### src/rtl/mas_pkg.sv
// shared types and constants of the matrix add / subtract / multiply block
// no dependencies; imported by the top level, mas_ram, mas_mac and the testbench
package mas_pkg;

  localparam int WORD_W     = 32;
  localparam int IDX_W      = 4;
  localparam int CNT_W      = 5;
  localparam int OP_W       = 2;
  localparam int CFG_ADDR_W = 4;
  localparam int CFG_DATA_W = 32;

  localparam logic [OP_W-1:0] OP_ADD = 2'd0;
  localparam logic [OP_W-1:0] OP_SUB = 2'd1;
  localparam logic [OP_W-1:0] OP_MUL = 2'd2;

  localparam logic [1:0] REG_ROW_COUNT = 2'd0;
  localparam logic [1:0] REG_COL_COUNT = 2'd1;
  localparam logic [1:0] REG_OPERATION = 2'd2;

  localparam logic [CNT_W-1:0] ROW_COUNT_RST = 5'd16;
  localparam logic [CNT_W-1:0] COL_COUNT_RST = 5'd16;
  localparam logic [OP_W-1:0]  OPERATION_RST = OP_ADD;

  localparam logic MODE_LOAD  = 1'b0;
  localparam logic MODE_FETCH = 1'b1;

  typedef enum logic [1:0] {
    ST_OK    = 2'd0,
    ST_RANGE = 2'd1,
    ST_SHAPE = 2'd2
  } mas_status_t;

  typedef enum logic [1:0] {
    KIND_ADD = 2'd0,
    KIND_SUB = 2'd1,
    KIND_MUL = 2'd2
  } mas_kind_t;

  typedef struct packed {
    logic                     mode;
    logic [IDX_W-1:0]         row_index;
    logic [IDX_W-1:0]         col_index;
    logic signed [WORD_W-1:0] a_value;
    logic signed [WORD_W-1:0] b_value;
  } mas_in_t;

  typedef struct packed {
    logic signed [WORD_W-1:0] result_value;
    logic [1:0]               status;
  } mas_out_t;

  typedef struct packed {
    logic      vld;
    logic      first;
    logic      last;
    mas_kind_t kind;
  } mas_mac_ctrl_t;

endpackage

### src/rtl/mas_mac.sv
// shared arithmetic unit: one add, subtract or product term per cycle,
// registered, then accumulated; uses mas_pkg control struct
module mas_mac import mas_pkg::*; (
  input  logic              clk,
  input  logic              rst_n,
  input  mas_mac_ctrl_t     ctrl_i,
  input  logic [WORD_W-1:0] a_i,
  input  logic [WORD_W-1:0] b_i,
  output logic [WORD_W-1:0] acc_o,
  output logic              done_o
);

  logic [WORD_W-1:0] prod;
  logic [WORD_W-1:0] term;
  logic [WORD_W-1:0] term_r;
  logic              term_vld_r;
  logic              term_first_r;
  logic              term_last_r;
  logic [WORD_W-1:0] acc_r;
  logic              done_r;

  // low half of the product is all that survives the 32 bit wrap
  assign prod = a_i * b_i;

  always_comb begin
    case (ctrl_i.kind)
      KIND_SUB: term = a_i - b_i;
      KIND_MUL: term = prod;
      default:  term = a_i + b_i;
    endcase
  end

  always_ff @(posedge clk) begin
    if (!rst_n) begin
      term_vld_r <= 1'b0;
      done_r     <= 1'b0;
    end else begin
      term_vld_r <= ctrl_i.vld;
      done_r     <= term_vld_r && term_last_r;
    end
    term_r       <= term;
    term_first_r <= ctrl_i.first;
    term_last_r  <= ctrl_i.last;
    if (term_vld_r) begin
      acc_r <= term_first_r ? term_r : acc_r + term_r;
    end
  end

  assign acc_o  = acc_r;
  assign done_o = done_r;

endmodule

### config.mk
export PLATFORM = sky130hd
export DESIGN_NAME = mas_mac
export DESIGN_NICKNAME = d
export VERILOG_FILES = /design/src/rtl/mas_pkg.sv /design/src/rtl/mas_mac.sv
export SDC_FILE = /design/constraint.sdc
export NUM_CORES = 1
export LEC_CHECK = 0
export BUFFER_PORTS_ARGS = -buffer_cell sky130_fd_sc_hd__buf_2
export CAP_MARGIN = 30
export CORE_AREA = 3 3 239 241
export CTS_CLUSTER_DIAMETER = 60
export DETAILED_ROUTE_END_ITERATION = 16
export DIE_AREA = 0 0 242 244
export GPL_TIMING_DRIVEN = 0
export MAX_ROUTING_LAYER = met4
export PLACE_DENSITY_LB_ADDON = 0.15
export SYNTH_ARGS = -nofsm -noshare
export SYNTH_HDL_FRONTEND = slang
export SYNTH_SLANG_ARGS = --single-unit
export TNS_END_PERCENT = 1
### constraint.sdc
create_clock -name clk -period 15.3 [get_ports clk]
set_input_delay 1.53 -clock clk [delete_from_list [all_inputs] [get_ports clk]]
set_output_delay 1.53 -clock clk [all_outputs]
set_load 0.03 [all_outputs]
* Word-level counts from Yosys, hierarchy flattened
Index checks and enable logic that the tools add are counted.
** Storage, ports and cells
- Logic and storage cells :: 15
- Input port bits :: 71
- Output and inout bits :: 33
- Register bits :: 68
** Cells by class
- Equality and inequality tests :: 2
- Add/sub/neg operators :: 3
- Muxes and demuxes :: 2
- Reduce and logical (&&, ||, !) cells :: 1
- Multipliers :: 1
** Operator list (count)
- $add A32 B32 Y32 :: 2
- $pmux W32 S2 :: 1
- $mul A32 B32 Y32 :: 1
- $mux W32 :: 1
- $sub A32 B32 Y32 :: 1
- $eq A2 B1 Y1 const B :: 1
- $eq A2 B2 Y1 const B :: 1
- $logic_and A1 B1 Y1 :: 1

* Depth between registers and ports, before layout
Gate-level depths: netlist (run 1).
- Depth in word-level cells :: 2
- Mapped depth :: 27

* Worst setup path before layout (run 1)
No wires, ideal clock.
- Kind :: input port to flip-flop
- Start :: input port a_i[12]
- End :: register term_r[30]
- Buffers on the path :: 2
- Setup time :: 138 ps
- Stages :: 25
- Path slack :: 7304 ps
- Required time :: 15162 ps
- Arrival time :: 7858 ps
- Cell sequence :: clkbuf_1 -> clkbuf_1 -> and2_1 -> fa_1 -> fa_1 -> fa_1 -> inv_1 -> fa_1 -> inv_1 -> fa_1 -> inv_1 -> fa_1 -> inv_1 -> fa_1 -> fa_1 -> ha_1 -> a21o_1 -> a21o_1 -> a21oi_1 -> and3_1 -> a21oi_1 -> a211oi_1 -> a21oi_1 -> xnor2_1 -> o2111ai_1
** On the way
- Cells in the longest elaborated chain, start to end :: 2
** RTL lines
- from (decl) :: line mas_mac.sv:7 : input logic [WORD_W-1:0] a_i,
- $mul A32 B32 Y32 (tied with other cells) :: line mas_mac.sv:23 : assign prod = a_i * b_i;
- $pmux W32 S2 (*) :: line mas_mac.sv:26 : case (ctrl_i.kind)
- net term[30] :: line mas_mac.sv:14 : logic [WORD_W-1:0] term;
- to (signal assigned) :: line mas_mac.sv:41 : term_r <= term;
- to (decl) :: line mas_mac.sv:15 : logic [WORD_W-1:0] term_r;
Mark *: on every way through the listed nets, which the timed path passes. The rest lies on a longest branch.
A chain may end at the register's enable or synchronous reset.

* Worst setup path after layout (run 1)
- Start :: input port a_i[12]
- End :: register term_r[31]
The elaborated chain is that of the path after synthesis.

==> results of run 1 <==
==> sequential cells by signal, indices dropped and copies added (netlist names) <==
| register | cells |
|---|---|
| acc_o | 32 |
| done_o | 1 |
| term_first_r | 1 |
| term_last_r | 1 |
| term_r | 32 |
| term_vld_r | 1 |
==> critical path, stage by stage <==
cell                       delay (ns)
sky130_fd_sc_hd__buf_2           0.18
sky130_fd_sc_hd__clkbuf_1        0.71
sky130_fd_sc_hd__clkbuf_1        0.71
sky130_fd_sc_hd__and2_1          0.26
sky130_fd_sc_hd__fa_1            0.45
sky130_fd_sc_hd__fa_1            0.52
sky130_fd_sc_hd__fa_1            0.53
sky130_fd_sc_hd__inv_1           0.05
sky130_fd_sc_hd__fa_1            0.49
sky130_fd_sc_hd__inv_1           0.06
sky130_fd_sc_hd__fa_1            0.49
sky130_fd_sc_hd__inv_1           0.05
sky130_fd_sc_hd__fa_1            0.53
sky130_fd_sc_hd__inv_1           0.05
sky130_fd_sc_hd__fa_1            0.51
sky130_fd_sc_hd__fa_1            0.44
sky130_fd_sc_hd__ha_1            0.45
sky130_fd_sc_hd__nand4_1         0.18
sky130_fd_sc_hd__nor2_1          0.21
sky130_fd_sc_hd__o211ai_1        0.12
sky130_fd_sc_hd__a21oi_1         0.41
sky130_fd_sc_hd__o21ai_0         0.42
sky130_fd_sc_hd__o21ai_0         0.40
sky130_fd_sc_hd__a31oi_1         0.15
sky130_fd_sc_hd__xnor2_1         0.20
sky130_fd_sc_hd__mux2i_1         0.10
==> final cells by class <==
type / count / area share (%)
inverters: 397 / 6.26
clock inverters: 6 / 0.268
well taps: 748 / 3.93
flip-flops and latches: 68 / 7.06
repair buffers: 101 / 2.40
clock buffers: 10 / 0.961
multi-input cells: 1890 / 76.9
plain buffers: 128 / 2.12
diodes: 6 / 0.0630
==> layout by cell type (no fill, tap or decap), drive strengths merged, types with 10 or more instances in the layout <==
cell type	count
inv	398
edfxtp	32
and3	13
a21o	34
a211oi	16
ha	187
clkbuf	132
nor2	62
o31ai	10
xor2	56
dfxtp	36
a21oi	81
nand2	295
o21a	25
fa	410
nand2b	11
o21ai	85
nor3	16
nor3b	14
nand3	14
o21bai	11
and2	316
xnor2	99
buf	107
==> cells in the mapped netlist, types with 3 or more instances <==
library cell                number
sky130_fd_sc_hd__a31o_2          5
sky130_fd_sc_hd__o41ai_1         4
sky130_fd_sc_hd__nor3b_1        13
sky130_fd_sc_hd__a211o_1         4
sky130_fd_sc_hd__nand3_1        14
sky130_fd_sc_hd__o21ai_1         9
sky130_fd_sc_hd__o21bai_1       10
sky130_fd_sc_hd__xor2_1         56
sky130_fd_sc_hd__nand3b_1        4
sky130_fd_sc_hd__a31oi_1         8
sky130_fd_sc_hd__edfxtp_1       32
sky130_fd_sc_hd__a21boi_0        4
sky130_fd_sc_hd__and4_1          3
sky130_fd_sc_hd__and3_1         12
sky130_fd_sc_hd__nor4_1          9
sky130_fd_sc_hd__clkbuf_1      120
sky130_fd_sc_hd__ha_1          187
sky130_fd_sc_hd__nor4b_1         7
sky130_fd_sc_hd__mux2i_1         6
sky130_fd_sc_hd__o2111ai_1       5
sky130_fd_sc_hd__or3_1           9
sky130_fd_sc_hd__nor3_1         15
sky130_fd_sc_hd__xnor2_1        99
sky130_fd_sc_hd__a211oi_1       16
sky130_fd_sc_hd__dfxtp_1        36
sky130_fd_sc_hd__nand2_1       295
sky130_fd_sc_hd__a21oi_1        80
sky130_fd_sc_hd__or2_2           4
sky130_fd_sc_hd__inv_1         397
sky130_fd_sc_hd__or4_1           5
sky130_fd_sc_hd__o21a_1         25
sky130_fd_sc_hd__o31ai_1        10
sky130_fd_sc_hd__o211ai_1        6
sky130_fd_sc_hd__o21ai_0        75
sky130_fd_sc_hd__nor2b_1         6
sky130_fd_sc_hd__and2_1        315
sky130_fd_sc_hd__nand2b_1       11
sky130_fd_sc_hd__buf_1           3
sky130_fd_sc_hd__a31o_1          3
sky130_fd_sc_hd__fa_1          410
sky130_fd_sc_hd__a21o_1         34
sky130_fd_sc_hd__nand4_1         5
sky130_fd_sc_hd__o31a_1          4
sky130_fd_sc_hd__nor2_1         62
==> cell families (layout without fill, tap and decap cells) <==
group,count (synthesis),in the layout
AND/OR/NAND/NOR,800,800
adder cells (fa/ha/maj),597,597
buffers and inverters,525,642
AO/OA/AOI/OAI,330,330
XOR/XNOR,155,155
flip-flops,68,68
multiplexers,8,8
other,0,6
==> per-stage QoR <==
stage	hold slack [ns]	cells	setup slack (ns)	area, µm²	util (%)
detailed placement	0.445	3329	5.06	23500	42.6
finish	0.462	3354	5.25	23800	43.2
global placement	0.433	3324	5.06	23400	42.5
floorplan	0.429	2483	7.30	22000	-
CTS	0.460	3345	5.39	23800	43.1
global route	0.487	3350	5.01	23800	43.2
==> path summary, 6_finish.rpt <==
| kind | startpoint | to | slack (ns) | cells after the start |
|---|---|---|---|---|
| setup / recovery | a_i[12] | term_r[31] | 5.25 | 26 |
| hold / removal | term_last_r | done_o | 0.46 | 1 |
| setup reg to reg | acc_o[12] | acc_o[31] | 12.08 | 10 |
| hold reg to reg | term_last_r | done_o | 0.46 | 1 |
==> per-layer routing <==
layer / vias to the layer above / part of all wire, % / track usage, %
met5: - / 0 / -
met4: 0 / 4.0 / 10.1
met3: 145 / 6.8 / 3.85
met2: 676 / 47 / 46.3
met1: 9114 / 42 / 36.0
li1: 8021 / - / -
==> Implementation_results.wiki, run 1 <==
{| class="wikitable"
! Metric !! Value
|-
| Die Span X || 242 µm
|-
| Layout cell share with drive strength beyond 1 || 5.73%
|-
| Largest clock skew in the final design || 0.0108 ns
|-
| Proportion of synthesized area in mux cells || 0.375%
|-
| Post-route antenna net violation count || 0
|-
| Xor and xnor area share after synthesis || 6.17%
|-
| Register bit total from synthesis || 68
|-
| Clock tree buffer depth || 2
|-
| Clk sink count || 68
|-
| Routability congestion estimate from global placement || 0.984
|-
| Critical path peak fanout || 10
|-
| Die Y || 244 µm
|-
| Post-route minimum period || 10.05 ns
|-
| Clock insertion delay at the later pin of the skew report || 0.34 ns
|-
| Total number of nets in the final design || 3263
|-
| Max H-tree Level || 3
|-
| Register area || 1680 µm²
|-
| Number of synthesized flops with an enable pin || 32
|-
| Initial antenna violation count || 8
|-
| Number of vias in the routed layout || 17956
|-
| Period utilization || 65.7%
|-
| Final slew viol count || 0
|-
| Synth Net Count || 3151
|-
| CTS tree || built
|-
| Number of inserted filler cells in the final layout || 5585
|-
| # IOs || 104
|-
| Mapped Area || 22000 µm²
|-
| Starting density of the core || 39.9%
|-
| DRC errors left || 0
|-
| Ys async rst share || 0%
|-
| Critical path arrival || 10.24 ns
|-
| Commonest register cell after synthesis || sky130_fd_sc_hd__dfxtp_1
|-
| Worst Setup End Kind || flip-flop
|-
| Sum of negative setup slack || 0 ns
|-
| Unrepaired setup endpoints after global routing || false
|-
| Clock tree root buffer cell || sky130_fd_sc_hd__clkbuf_16
|-
| Synth-to-Final Area Change || 8.26%
|-
| Area contributors post-synth || sky130_fd_sc_hd__fa_1 (37%), sky130_fd_sc_hd__ha_1 (11%), sky130_fd_sc_hd__and2_1 (9.0%), sky130_fd_sc_hd__inv_1 (6.8%), sky130_fd_sc_hd__nand2_1 (5.0%)
|-
| Synth Warn # || 0
|-
| TritonCTS Buffers || 9
|-
| Die footprint || 59000 µm²
|-
| Clock slew seen by the registers of the worst setup and hold paths || 0.06 ns
|-
| Drt initial violations || 1416
|-
| Maximum number of pins on one net before global-route repair || 34
|-
| Adder-Cell Fraction of Synth Area || 47.9%
|-
| Count of mapped cells out of synthesis || 2483
|-
| Run status || completed
|-
| Category of the worst setup path launch point || input pin
|-
| Combinational family with the most area after synthesis || adder cells
|-
| Final setup vio count || 0
|-
| DRT Wirelength || 80.4 mm
|-
| Number of placement rows || 86
|-
| Number of iterations in the first detailed-routing pass || 5
|-
| Simple logic cell fraction of the synthesized area || 18.9%
|-
| Per-cell via count in the routed design || 5.35
|-
| Global-route wire length before repair || 121 mm
|-
| Sum of net half-perimeters after detailed placement || 67.2 mm
|-
| Max Fclk || 0.0995 GHz
|-
| CP Class || in -> reg
|-
| Worst min-delay path category || reg -> reg
|-
| Global router's overall resource usage || 28.2%
|-
| Final Hold Violating Endpoints || 0
|-
| Max capacitance violation total || 0
|-
| Data required time of the worst path || 15.49 ns
|-
| Fraction of synthesized cell area taken by the top area cell type || 37.3%
|-
| Cts-stage hold buffer count || 0
|-
| Via count of the first global-routing pass || 19022
|-
| Core outline area || 55100 µm²
|-
| Total area of multi-input combinational cells || 18300 µm²
|-
| CTS-repair resized insts || 0
|-
| Port Buffer Count || 93
|-
| Buffers inserted during post-CTS setup optimization || 0
|-
| Wirelength per Cell || 24.0 µm
|-
| Cell type with the highest aggregate area in the netlist || sky130_fd_sc_hd__fa_1
|-
| Average cell area after synthesis || 8.86 µm²
|-
| Total congestion overflow || 0
|-
| Transition at the pin with the smallest max-transition slack || 1.03 ns
|-
| Share of the yosys chip area belonging to registers || 7.64%
|-
| Worst slew slack as a fraction of its limit || 31.6%
|-
| Compound-cell area share of the yosys netlist || 9.87%
|-
| Number of distinct library cell variants in the gate-level netlist after synthesis || 81
|}
Power of run 1 is left out: the tool's default activity adds up to more than one toggle a clock period on the data nets, which glitch-free logic cannot reach.
==> run 2: changes to the inputs <==
==> constraint.sdc (replaced) <==
create_clock -name clk -period 9.6 [get_ports clk]
set_input_delay 0.96 -clock clk [delete_from_list [all_inputs] [get_ports clk]]
set_output_delay 0.96 -clock clk [all_outputs]
set_load 0.03 [all_outputs]
==> Implementation_results.wiki, run 2 (synthesis gave the netlist of run 1 again) <==
{| class="wikitable"
! Metric !! Value
|-
| Transition at the pin with the smallest max-transition slack || 1.02 ns (-0.00200 ns)
|-
| Category of the worst setup path launch point || input pin
|-
| Worst Setup End Kind || flip-flop
|-
| Largest clock skew in the final design || 0.0108 ns (+0.0000181 ns)
|-
| Clock tree buffer depth || 2 (unchanged)
|-
| Cts-stage hold buffer count || 0 (unchanged)
|-
| Peak per-stage delay on the critical path || 0.57 ns (-0.14 ns)
|-
| Max capacitance violation total || 0 (unchanged)
|-
| Starting density of the core || 39.9% (unchanged)
|-
| CTS tree || built
|-
| Run status || completed
|-
| Final slew viol count || 0 (unchanged)
|-
| Most frequent standard cell in the layout excluding fill and tap cells || sky130_fd_sc_hd__fa_1
|-
| Register-to-register path setup slack || 6.38 ns (-5.70 ns)
|-
| Buffering stage count on the worst path with inverters included || 6 (-1)
|-
| WHS || 0.462 ns (+0.00000600 ns)
|-
| Register area || 1680 µm² (unchanged)
|-
| Period utilization || 96.4%
|-
| Most frequent cell on the critical path || sky130_fd_sc_hd__fa_1
|-
| Total area of multi-input combinational cells || 18300 µm² (unchanged)
|-
| Die Span X || 242 µm (unchanged)
|-
| Clock insertion delay at the later pin of the skew report || 0.34 ns (about the same)
|-
| Maximum number of pins on one net before global-route repair || 34 (unchanged)
|-
| Final setup vio count || 0 (unchanged)
|-
| Post-route antenna net violation count || 0 (unchanged)
|-
| CP Class || in -> reg
|-
| Max Fclk || 0.108 GHz
|-
| Drt initial violations || 1391 (-1.8%)
|-
| Critical path arrival || 9.44 ns (-0.80 ns)
|-
| Post-route minimum period || 9.26 ns
|-
| Core outline area || 55100 µm² (unchanged)
|-
| Worst setup path startpoint || b_i[4]
|-
| Final Hold Violating Endpoints || 0 (unchanged)
|-
| Synth-to-Final Area Change || 8.27% (about the same)
|-
| Global-route wire length before repair || 121 mm (unchanged)
|-
| Data required time of the worst path || 9.79 ns (-5.70 ns)
|-
| Area of placed instances || 23500 µm² (unchanged)
|-
| Sum of net half-perimeters after detailed placement || 67.2 mm (unchanged)
|-
| DRC errors left || 0 (unchanged)
|-
| Per-cell via count in the routed design || 5.38 (+0.58%)
|-
| Slowest cell on the critical path || sky130_fd_sc_hd__clkbuf_1
|-
| Global router's overall resource usage || 28.2% (unchanged)
|-
| Initial antenna violation count || 8 (unchanged)
|-
| Die footprint || 59000 µm² (unchanged)
|-
| Number of iterations in the first detailed-routing pass || 7 (+2)
|-
| Number of inserted filler cells in the final layout || 5579 (-0.11%)
|-
| # IOs || 104 (unchanged)
|-
| Wirelength per Cell || 24.0 µm (about the same)
|-
| DRT Wirelength || 80.4 mm (about the same)
|-
| Critical R2R Capture || acc_o[31]
|-
| Port Buffer Count || 93 (unchanged)
|-
| Die Y || 244 µm (unchanged)
|-
| Worst-case reg-to-reg path depth || 10 (unchanged)
|-
| Via count of the first global-routing pass || 19022 (unchanged)
|-
| Instance count on the critical path || 25 (-3.8%)
|-
| Number of vias in the routed layout || 18066 (+0.61%)
|-
| Worst flop-to-flop path startpoint || acc_o[15]
|-
| Worst slew slack as a fraction of its limit || 31.7% (+0.13 points)
|-
| Sum of negative setup slack || 0 ns (unchanged)
|-
| Summed area of non-filler cells in the final layout || 23800 µm² (about the same)
|-
| Clock tree root buffer cell || sky130_fd_sc_hd__clkbuf_16
|-
| Number of placement rows || 86 (unchanged)
|-
| Capture point of the worst path || term_r[31]
|-
| Clock slew seen by the registers of the worst setup and hold paths || 0.06 ns (about the same)
|-
| Placed cells || 3329 (unchanged)
|-
| Total number of nets in the final design || 3262 (-0.031%)
|-
| Most frequent cells in the layout || sky130_fd_sc_hd__fa_1 (410), sky130_fd_sc_hd__inv_1 (397), sky130_fd_sc_hd__and2_1 (315), sky130_fd_sc_hd__nand2_1 (295), sky130_fd_sc_hd__ha_1 (187)
|-
| Routability congestion estimate from global placement || 0.984 (unchanged)
|-
| Crit-path leading delay family || adder cells
|-
| Post-layout instance count excluding filler cells || 3355 (+0.030%)
|-
| Clk sink count || 68 (unchanged)
|-
| Layout cell share with drive strength beyond 1 || 5.77% (+0.041 points)
|-
| Total congestion overflow || 0 (unchanged)
|-
| TritonCTS Buffers || 9 (unchanged)
|-
| Max H-tree Level || 3 (unchanged)
|-
| Critical path peak fanout || 10 (unchanged)
|-
| Worst min-delay path category || reg -> reg
|}
run 2: cell types whose count changed in the layout (fill, tap and decap cells not counted), sizes merged:
cell,before,now
clkbuf,132,131
diode,6,8
run 2: what timing repair did:
action / CTS / global route
buffers inserted: 0 / 0
gates resized for setup: 0 / 2
setup endpoints to repair: 0 / 2
run 2: worst min path at each step:
| stage | cells after the start | slack (ns) | from | endpoint |
|---|---|---|---|---|
| 2_1_floorplan | 1 | 0.43 | term_last_r | done_o |
| 3_3_place_gp | 1 | 0.43 | term_last_r | done_o |
| 3_5_place_dp | 1 | 0.45 | term_last_r | done_o |
| 4_1_cts | 1 | 0.46 | term_last_r | done_o |
| 5_1_grt | 1 | 0.49 | term_last_r | done_o |
| 6_report | 1 | 0.46 | term_last_r | done_o |
run 2: metal layers:
layer / routed length [µm] / track usage, % / vias up
met4: 3490 / 10.1 / 0
met5: 0 / - / -
li1: - / - / 8029
met2: 37700 / 46.3 / 691
met3: 5190 / 3.85 / 163
met1: 34000 / 36.0 / 9183
run 2: layout make-up:
class                      instances  share of cell area (%)
inverter                         397                    6.26
clock buffer                      10                   0.961
tap                              748                    3.93
antenna                            8                  0.0840
multi-input combinational       1890                    76.9
sequential                        68                    7.06
clock inverter                     6                   0.268
buffer                           127                    2.11
timing repair buffer             101                    2.40
run 2: worst reg2reg max path, stage by stage, from the launching register on:
cell,delay (ns)
sky130_fd_sc_hd__edfxtp_1,0.43
sky130_fd_sc_hd__ha_1,0.41
sky130_fd_sc_hd__nand3_1,0.15
sky130_fd_sc_hd__a211oi_1,0.30
sky130_fd_sc_hd__o21ai_0,0.23
sky130_fd_sc_hd__nor3b_2,0.23
sky130_fd_sc_hd__o31ai_1,0.49
sky130_fd_sc_hd__nor3b_1,0.17
sky130_fd_sc_hd__o31a_1,0.37
sky130_fd_sc_hd__o21ai_0,0.10
sky130_fd_sc_hd__nand4b_1,0.10
run 2: metrics by stage:
| step | util [%] | worst slack, ns |
|---|---|---|
| after floorplan | - | 2.17 |
| after global placement | 42.5 | -0.0659 |
| after detailed placement | 42.6 | -0.0690 |
| after CTS | 43.1 | 0.259 |
| after global routing | 43.2 | -0.00356 |
| final | 43.2 | 0.342 |
Power of run 2 is left out for the same reason.
